**src/clst_pkg.sv**
```systemverilog
`timescale 1ns / 1ps
// ----------------------------------------------------------------------------
// clst_pkg
// Shared types and constants of the cursor linked stack.
// ----------------------------------------------------------------------------
package clst_pkg;

    localparam int NODE_COUNT_DEF = 16;

    typedef enum logic [1:0] {
        OP_PUSH = 2'd0,
        OP_POP  = 2'd1,
        OP_INS  = 2'd2,
        OP_NOP  = 2'd3
    } t_op;

    typedef struct packed {
        t_op        op;
        logic [7:0] value;
    } t_cmd;

    typedef enum logic [1:0] {
        ST_DONE    = 2'd0,
        ST_IGNORED = 2'd1,
        ST_DROPPED = 2'd2
    } t_status;

    typedef enum logic [1:0] {
        M_PUSH,
        M_POP,
        M_INS,
        M_INS_POP
    } t_mode;

    typedef enum logic [2:0] {
        S_IDLE,
        S_TAKE,
        S_LINK,
        S_POP,
        S_TOPV,
        S_DONE
    } t_state;

endpackage

```
**src/clst_front.sv**
```systemverilog
`timescale 1ns / 1ps
// ----------------------------------------------------------------------------
// clst_front
// Accepts input transactions, decodes the operation and queues the
// commands in a two-entry FIFO toward the execution side.
// ----------------------------------------------------------------------------
module clst_front
    import clst_pkg::*;
(
    input  logic       i_clk,
    input  logic       i_rst_n,
    input  logic       i_valid,
    output logic       o_ready,
    input  logic [1:0] i_kind,
    input  logic [7:0] i_value,
    output logic       o_cmd_valid,
    input  logic       i_cmd_ready,
    output t_cmd       o_cmd
);

    t_cmd       r_q [2];
    logic       r_wr_ptr;
    logic       r_rd_ptr;
    logic [1:0] r_count;
    logic [1:0] n_count;
    t_cmd       w_dec;
    logic       w_push;
    logic       w_pop;

    always_comb begin
        w_dec.value = i_value;
        unique case (i_kind)
            2'd0:    w_dec.op = OP_PUSH;
            2'd1:    w_dec.op = OP_POP;
            2'd2:    w_dec.op = OP_INS;
            default: w_dec.op = OP_NOP;
        endcase
    end

    assign o_ready     = (r_count != 2'd2);
    assign o_cmd_valid = (r_count != 2'd0);
    assign o_cmd       = r_q[r_rd_ptr];
    assign w_push      = i_valid && o_ready;
    assign w_pop       = o_cmd_valid && i_cmd_ready;

    always_comb begin
        n_count = r_count;
        if (w_push && !w_pop) begin
            n_count = r_count + 2'd1;
        end else if (w_pop && !w_push) begin
            n_count = r_count - 2'd1;
        end
    end

    always_ff @(posedge i_clk) begin
        if (!i_rst_n) begin
            r_wr_ptr <= 1'b0;
            r_rd_ptr <= 1'b0;
            r_count  <= 2'd0;
        end else begin
            if (w_push) begin
                r_wr_ptr <= !r_wr_ptr;
            end
            if (w_pop) begin
                r_rd_ptr <= !r_rd_ptr;
            end
            r_count <= n_count;
        end
    end

    always_ff @(posedge i_clk) begin
        if (w_push) begin
            r_q[r_wr_ptr] <= w_dec;
        end
    end

endmodule

```
**src/clst_back.sv**
```systemverilog
`timescale 1ns / 1ps
// ----------------------------------------------------------------------------
// clst_back
// Executes queued commands on the node store, the free list and the
// top and bottom cursors, and holds the result in an output register.
// ----------------------------------------------------------------------------
module clst_back
    import clst_pkg::*;
#(
    parameter int NODE_COUNT = NODE_COUNT_DEF
) (
    input  logic       i_clk,
    input  logic       i_rst_n,
    input  logic       i_cmd_valid,
    output logic       o_cmd_ready,
    input  t_cmd       i_cmd,
    output logic       o_valid,
    input  logic       i_ready,
    output logic [7:0] o_top_value,
    output logic       o_is_empty,
    output logic       o_is_full,
    output t_status    o_status
);

    localparam int AW = $clog2(NODE_COUNT);
    localparam int IW = $clog2(NODE_COUNT + 1);
    localparam logic [IW-1:0] NONE = IW'(NODE_COUNT);

    logic [7:0]    r_value_mem [NODE_COUNT];
    logic [IW-1:0] r_next_mem  [NODE_COUNT];

    t_state        r_state,     n_state;
    t_mode         r_mode,      n_mode;
    t_status       r_status,    n_status;
    logic [7:0]    r_value,     n_value;
    logic [IW-1:0] r_node,      n_node;
    logic [IW-1:0] r_free,      n_free;
    logic [IW-1:0] r_top,       n_top;
    logic [IW-1:0] r_bottom,    n_bottom;
    logic [IW-1:0] r_fresh,     n_fresh;
    logic [7:0]    r_top_value, n_top_value;

    logic          r_out_valid;
    logic [7:0]    r_out_top;
    logic          r_out_empty;
    logic          r_out_full;
    t_status       r_out_status;

    logic [IW-1:0] r_next_rd;
    logic          r_rd_fresh;
    logic [IW-1:0] r_rd_impl;
    logic [7:0]    r_value_rd;

    logic          w_next_we;
    logic [IW-1:0] w_next_waddr;
    logic [IW-1:0] w_next_wdata;
    logic          w_value_we;
    logic [IW-1:0] w_value_waddr;
    logic [IW-1:0] w_next_raddr;
    logic [IW-1:0] w_value_raddr;
    logic [IW-1:0] w_rd_raw;
    logic [IW-1:0] w_rd_next;
    logic          w_out_free;
    logic          w_out_load;

    assign w_rd_raw   = r_rd_fresh ? r_rd_impl : r_next_rd;
    assign w_rd_next  = (w_rd_raw < NONE) ? w_rd_raw : NONE;
    assign w_out_free = !r_out_valid || i_ready;

    always_comb begin
        n_state       = r_state;
        n_mode        = r_mode;
        n_status      = r_status;
        n_value       = r_value;
        n_node        = r_node;
        n_free        = r_free;
        n_top         = r_top;
        n_bottom      = r_bottom;
        n_fresh       = r_fresh;
        n_top_value   = r_top_value;
        o_cmd_ready   = 1'b0;
        w_out_load    = 1'b0;
        w_next_we     = 1'b0;
        w_next_waddr  = r_free;
        w_next_wdata  = r_top;
        w_value_we    = 1'b0;
        w_value_waddr = r_free;
        w_next_raddr  = r_free;
        w_value_raddr = r_top;
        unique case (r_state)
            S_IDLE: begin
                o_cmd_ready = 1'b1;
                if (i_cmd_valid) begin
                    n_value  = i_cmd.value;
                    n_status = ST_DONE;
                    unique case (i_cmd.op)
                        OP_PUSH: begin
                            if (r_free == NONE) begin
                                n_status = ST_IGNORED;
                                n_state  = S_DONE;
                            end else begin
                                n_mode  = M_PUSH;
                                n_state = S_TAKE;
                            end
                        end
                        OP_POP: begin
                            if (r_top == NONE) begin
                                n_status = ST_IGNORED;
                                n_state  = S_DONE;
                            end else begin
                                n_mode       = M_POP;
                                w_next_raddr = r_top;
                                n_state      = S_POP;
                            end
                        end
                        OP_INS: begin
                            if (r_top == NONE || r_bottom == NONE) begin
                                n_mode  = M_PUSH;
                                n_state = (r_free == NONE) ? S_DONE : S_TAKE;
                            end else if (r_free == NONE) begin
                                n_mode       = M_INS_POP;
                                n_status     = ST_DROPPED;
                                w_next_raddr = r_top;
                                n_state      = S_POP;
                            end else begin
                                n_mode  = M_INS;
                                n_state = S_TAKE;
                            end
                        end
                        default: begin
                            n_status = ST_IGNORED;
                            n_state  = S_DONE;
                        end
                    endcase
                end
            end
            S_TAKE: begin
                n_free        = w_rd_next;
                if (r_free < r_fresh) begin
                    n_fresh = r_free;
                end
                w_value_we    = 1'b1;
                w_value_waddr = r_free;
                w_next_we     = 1'b1;
                w_next_waddr  = r_free;
                if (r_mode == M_PUSH) begin
                    w_next_wdata = r_top;
                    n_top        = r_free;
                    if (r_top == NONE) begin
                        n_bottom = r_free;
                    end
                    n_top_value  = r_value;
                    n_state      = S_DONE;
                end else begin
                    w_next_wdata = NONE;
                    n_node       = r_free;
                    n_state      = S_LINK;
                end
            end
            S_LINK: begin
                w_next_we    = 1'b1;
                w_next_waddr = r_bottom;
                w_next_wdata = r_node;
                n_bottom     = r_node;
                n_state      = S_DONE;
            end
            S_POP: begin
                w_next_we     = 1'b1;
                w_next_waddr  = r_top;
                w_next_wdata  = r_free;
                n_free        = r_top;
                n_top         = w_rd_next;
                if (w_rd_next == NONE) begin
                    n_bottom = NONE;
                end
                w_value_raddr = w_rd_next;
                n_state       = S_TOPV;
            end
            S_TOPV: begin
                n_top_value = (r_top == NONE) ? 8'd0 : r_value_rd;
                if (r_mode == M_INS_POP) begin
                    n_mode  = (r_top == NONE) ? M_PUSH : M_INS;
                    n_state = S_TAKE;
                end else begin
                    n_state = S_DONE;
                end
            end
            S_DONE: begin
                if (w_out_free) begin
                    w_out_load = 1'b1;
                    n_state    = S_IDLE;
                end
            end
            default: begin
                n_state = S_IDLE;
            end
        endcase
    end

    always_ff @(posedge i_clk) begin
        if (!i_rst_n) begin
            r_state     <= S_IDLE;
            r_free      <= IW'(NODE_COUNT - 1);
            r_top       <= NONE;
            r_bottom    <= NONE;
            r_fresh     <= NONE;
            r_top_value <= 8'd0;
            r_out_valid <= 1'b0;
        end else begin
            r_state     <= n_state;
            r_free      <= n_free;
            r_top       <= n_top;
            r_bottom    <= n_bottom;
            r_fresh     <= n_fresh;
            r_top_value <= n_top_value;
            if (w_out_load) begin
                r_out_valid <= 1'b1;
            end else if (i_ready) begin
                r_out_valid <= 1'b0;
            end
        end
    end

    always_ff @(posedge i_clk) begin
        r_mode   <= n_mode;
        r_status <= n_status;
        r_value  <= n_value;
        r_node   <= n_node;
        if (w_out_load) begin
            r_out_top    <= r_top_value;
            r_out_empty  <= (r_top == NONE);
            r_out_full   <= (r_free == NONE);
            r_out_status <= r_status;
        end
    end

    always_ff @(posedge i_clk) begin
        if (w_next_we) begin
            r_next_mem[w_next_waddr[AW-1:0]] <= w_next_wdata;
        end
        if (w_value_we) begin
            r_value_mem[w_value_waddr[AW-1:0]] <= r_value;
        end
        r_next_rd  <= r_next_mem[w_next_raddr[AW-1:0]];
        r_rd_fresh <= (w_next_raddr < r_fresh);
        r_rd_impl  <= (w_next_raddr == '0) ? NONE : w_next_raddr - IW'(1);
        r_value_rd <= r_value_mem[w_value_raddr[AW-1:0]];
    end

    assign o_valid     = r_out_valid;
    assign o_top_value = r_out_top;
    assign o_is_empty  = r_out_empty;
    assign o_is_full   = r_out_full;
    assign o_status    = r_out_status;

endmodule

```
**src/cursor_linked_stack_top.sv**
```systemverilog
`timescale 1ns / 1ps
// ----------------------------------------------------------------------------
// cursor_linked_stack_top
// Byte stack kept as a linked list in a node store with a free list.
// ----------------------------------------------------------------------------
// Each input transaction pushes a byte, pops the top, inserts a byte
// under the bottom element or, for the unused kind code, is ignored, and
// returns one result with the top byte, the empty and full flags and a
// status code. Commands wait in a two-entry queue while the execution
// side walks the node store, whose registered read port sets the pace.
// An insert into an empty stack runs as a push, and an insert into a
// full store pops the top first, then inserts. Node links need no
// clearing pass after reset: untouched nodes are tracked by a fill mark
// and their links are implied.
module cursor_linked_stack_top
    import clst_pkg::*;
#(
    parameter int NODE_COUNT = NODE_COUNT_DEF
) (
    input  logic       i_clk,
    input  logic       i_rst_n,
    input  logic       i_valid,
    output logic       o_ready,
    input  logic [1:0] i_kind,
    input  logic [7:0] i_value,
    output logic       o_valid,
    input  logic       i_ready,
    output logic [7:0] o_top_value,
    output logic       o_is_empty,
    output logic       o_is_full,
    output logic [1:0] o_status
);

    logic    w_cmd_valid;
    logic    w_cmd_ready;
    t_cmd    w_cmd;
    t_status w_status;

    clst_front u_front (
        .i_clk       (i_clk),
        .i_rst_n     (i_rst_n),
        .i_valid     (i_valid),
        .o_ready     (o_ready),
        .i_kind      (i_kind),
        .i_value     (i_value),
        .o_cmd_valid (w_cmd_valid),
        .i_cmd_ready (w_cmd_ready),
        .o_cmd       (w_cmd)
    );

    clst_back #(
        .NODE_COUNT (NODE_COUNT)
    ) u_back (
        .i_clk       (i_clk),
        .i_rst_n     (i_rst_n),
        .i_cmd_valid (w_cmd_valid),
        .o_cmd_ready (w_cmd_ready),
        .i_cmd       (w_cmd),
        .o_valid     (o_valid),
        .i_ready     (i_ready),
        .o_top_value (o_top_value),
        .o_is_empty  (o_is_empty),
        .o_is_full   (o_is_full),
        .o_status    (w_status)
    );

    assign o_status = w_status;

    a_empty_zero: assert property (@(posedge i_clk) disable iff (!i_rst_n)
        o_valid && o_is_empty |-> o_top_value == 8'd0)
        else $error("empty result carries nonzero top byte");

    a_not_both: assert property (@(posedge i_clk) disable iff (!i_rst_n)
        o_valid |-> !(o_is_empty && o_is_full))
        else $error("result reports empty and full together");

    a_drop_full: assert property (@(posedge i_clk) disable iff (!i_rst_n)
        o_valid && w_status == ST_DROPPED |-> o_is_full && !o_is_empty)
        else $error("dropped top without a full store afterwards");

endmodule

```
**config.mk**
```make
export PLATFORM = sky130hd
export DESIGN_NAME = cursor_linked_stack_top
export DESIGN_NICKNAME = d
export VERILOG_FILES = /design/src/clst_pkg.sv /design/src/clst_front.sv /design/src/clst_back.sv /design/src/cursor_linked_stack_top.sv
export SDC_FILE = /design/constraint.sdc
export NUM_CORES = 1
export LEC_CHECK = 0
export ABC_AREA = 1
export BUFFER_PORTS_ARGS = -buffer_cell sky130_fd_sc_hd__buf_4
export CELL_PAD_IN_SITES_DETAIL_PLACEMENT = 0
export CELL_PAD_IN_SITES_GLOBAL_PLACEMENT = 1
export CORE_ASPECT_RATIO = 1.5
export CORE_MARGIN = 4
export CORE_UTILIZATION = 54
export CTS_CLUSTER_SIZE = 14
export DETAILED_ROUTE_END_ITERATION = 10
export GPL_TIMING_DRIVEN = 0
export PLACE_DENSITY_LB_ADDON = 0.1
export SYNTH_ARGS = -nofsm -noshare
export SYNTH_HDL_FRONTEND = slang
export SYNTH_SLANG_ARGS = --single-unit
```
**constraint.sdc**
```tcl
create_clock -name i_clk -period 5.34 [get_ports i_clk]
set_input_delay 1.068 -clock i_clk [delete_from_list [all_inputs] [get_ports i_clk]]
set_output_delay 1.068 -clock i_clk [all_outputs]
set_load 0.01 [all_outputs]
```
==> reports/qor.yml <==
global_routing:
  grt_pass1_vias: 9000
  overflow: 0
  grt_start_max_net_pins: 18
  antenna_found_initial: 0
  grt_util_all_layers: 0.240
  grt_pass1_wl_mm: 50.1
sta:
  period_needed_ns: 3.63
  worst_hold_slack_ns: 0.420
  hold_viol: 0
  fmax_mhz: 276
  setup_violations: 0
  worstMarginPinSlew_ns: 1.04
  fin_crit_sh: 0.679
  rsz0062_at_grt: "false"
  setup_ws_ns: 1.71
  fin_setup_tns_ns: 0
  maxSlewHeadroom: 0.306
  finalClockSkew_ns: 0.0226
  slew_viol_final: 0
yosys:
  synth_warnings: 0
  synth_flop_cell: "edfxtp_1"
  ys_seq_elements: 313
  synth_area_leaders: "edfxtp_1 (57%), dfxtp_1 (8.2%), nand3_1 (5.9%)"
  yosysTopAreaCell: "edfxtp_1"
  synth_area_per_cell_sq_um: 10.9
  netlist_top_cells_count: "edfxtp_1 (257), nand2_1 (195), inv_1 (185)"
  synth_cell_types: 44
  syn_nets: 1270
  netlist_area_sq_um: 13600
  synth_edf_count: 257
  yosysTopAreaCellShare: 0.568
  ys_async_sr_fraction: 0
  synthMostInstantiatedCell: "edfxtp_1"
  yosysSeqAreaShare: 0.650
  syn-instance-count: 1242
place:
  place.port_buffers: 25
  place_congestion: 0.858
  dp.final_hpwl_mm: 24.1
  place_ws_ns: 1.76
clock_tree:
  ctsResizeCount: 0
  root_buffer: "clkbuf_16"
  cts_tree: "yes"
  insertion_delay_ns: 0.55
  clock-sinks: 313
  postCtsSetupBuffers: 0
  path_clk_slew_ns: 0.06
  hold_buffers: 0
  cts_buffers: 28
  htreeDepth: 1
  cts_buffer_depth: 3
power:
  p_per_area_nw_per_um2: 575
  power.switching_mw: 3.34
  p_seq_frac: 0.422
  clkPwrFrac: 0.224
  p_leak_nw: 6.07
  switching_share: 0.383
  combPwrFrac: 0.354
  ir_worst_vdd_mv: 0.389
  intPower_mw: 5.37
floorplan:
  die_h_um: 202
  rows: 70
  die_w_um: 138
  io_pins: 28
  fp.coreArea_sq_um: 24600
  die_area_sq_um: 27800
  initial_core_util: 0.552
detailed_routing:
  first_iter_violations: 610
  drt_pass1_iterations: 5
  vias: 9031
  drc: 0
  vias_per_cell: 5.49
  wl_per_cell_um: 20.1
  finalWirelength_mm: 33.1
  ant_nets: 0
setup_path:
  r2r_slack_ns: 1.71
  r2r-end: "u_back.r_rd_fresh"
  crit_path_start_kind: "register"
  end_kind: "register"
  reg2regPathDepth: 14
  crit_required_ns: 5.81
  arrival_ns: 4.10
  path_max_fanout: 10
  criticalPathCategory: "register to register"
min_path:
  min_from: "u_back.r_status[0]"
  hold_class: "register to register"
  holdPathEnd: "u_back.o_status[0]"
  hold_depth: 0
layout:
  layout-drive-gt1-share: 0.129
  antennaDiodeCount: 0
  nets: 1328
  syn2layout_area_growth_pct: 11.4
flow_run:
  drv_cap: 0
run_status:
  outcome: "completed"
## cells in the final DEF (no fill, tap or decap), drive strengths merged
cell	n
clkinvlp	1
clkbuf	52
dfxtp	56
a221oi	2
or2	4
mux2	8
a21oi	42
o2111ai	2
o211a	1
bufinv	1
nand3b	20
ha	14
a31oi	6
o21bai	1
o31ai	4
nand4	2
nor3	10
xor2	1
nand3	160
inv	196
clkinv	7
edfxtp	257
nor2	81
o221ai	5
o21ai	44
o211ai	70
a211oi	2
nand2	201
buf	71
o21a	1
## worst max path at each step
stage	slack (ns)	start	endpoint
after floorplan	2.65	register	u_back.r_rd_impl[2]
final	1.71	register	u_back.r_rd_fresh
after global routing	1.47	register	u_back.r_rd_fresh
after CTS	1.72	register	u_back.r_rd_impl[2]
after global placement	1.80	u_back.r_state[0]	u_back.r_next_mem[6][2]
after detailed placement	1.76	register	u_back.r_rd_impl[2]
## metal layers
metal / vias to the layer above / global-route usage / share of wire
li1: 4410 / - / -
met1: 4341 / 0.269 / 0.37
met5: - / 0 / 0
met4: 0 / 0.105 / 0.047
met3: 79 / 0.0249 / 0.033
met2: 201 / 0.451 / 0.55
## power groups by stage
stage	logic (mW)	registers (mW)	clock network (mW)
3_3_place_gp	3.01	3.71	0
4_1_cts	3.09	3.68	1.98
2_1_floorplan	2.05	3.56	0
5_1_grt	3.39	3.72	2.09
6_report	3.08	3.67	1.95
3_5_place_dp	3.07	3.73	0
## logic make-up (layout without fill, tap and decap cells)
| family | after synthesis | count (layout) | synth area share |
|---|---|---|---|
| compound gates | 180 | 180 | 0.0913 |
| xor+xnor | 1 | 1 | 0.000644 |
| fa+ha+maj | 14 | 14 | 0.0129 |
| buf+inv | 248 | 328 | 0.0792 |
| flops | 313 | 313 | 0.650 |
| mux | 8 | 8 | 0.00663 |
| simple gates | 478 | 478 | 0.159 |
## state kept, by name, summed over array words and instances (netlist names), 2 cells and up, named ones only
register,flops
u_back.o_status,2
u_back.o_top_value,8
u_back.r_bottom,5
u_back.r_free,5
u_back.r_fresh,5
u_back.r_mode,2
u_back.r_next_mem,80
u_back.r_next_rd,5
u_back.r_node,5
u_back.r_rd_impl,5
u_back.r_state,3
u_back.r_status,2
u_back.r_top,5
u_back.r_top_value,8
u_back.r_value,8
u_back.r_value_mem,128
u_back.r_value_rd,8
u_front.r_count,2
u_front.r_q,20
## stage by stage
stage | instance area [sq um] | std cells | power, mW | util
final | 15100 | 1646 | 8.71 | 0.615
after global routing | 15100 | 1646 | 9.19 | 0.615
after CTS | 15100 | 1646 | 8.75 | 0.615
after detailed placement | 14200 | 1594 | 6.80 | 0.579
after global placement | 14200 | 1591 | 6.72 | 0.576
after floorplan | 13600 | 1242 | 5.61 | -
## cell type report
type,count,area (sq um)
inverter,197,742
fill,2090,9460
buffer,51,334
timing repair buffer,28,225
sequential,313,8840
clock buffer,44,822
multi-input combinational,681,3700
clock inverter,8,75.1
tap,324,405
## worst max-delay path, cell delays in order, from the launching register on
cell and delay [ns]:
dfxtp_1 0.38, buf_1 0.39, o21ai_0 0.31, inv_1 0.15
ha_1 0.30, nand4_1 0.24, o21bai_2 0.32, inv_1 0.10
nor3_1 0.28, nand2_1 0.09, nand2_1 0.37, ha_1 0.33
nand2_1 0.08, o21ai_0 0.09, a21oi_1 0.11
Note: power is estimated with default switching activity, not from simulation.
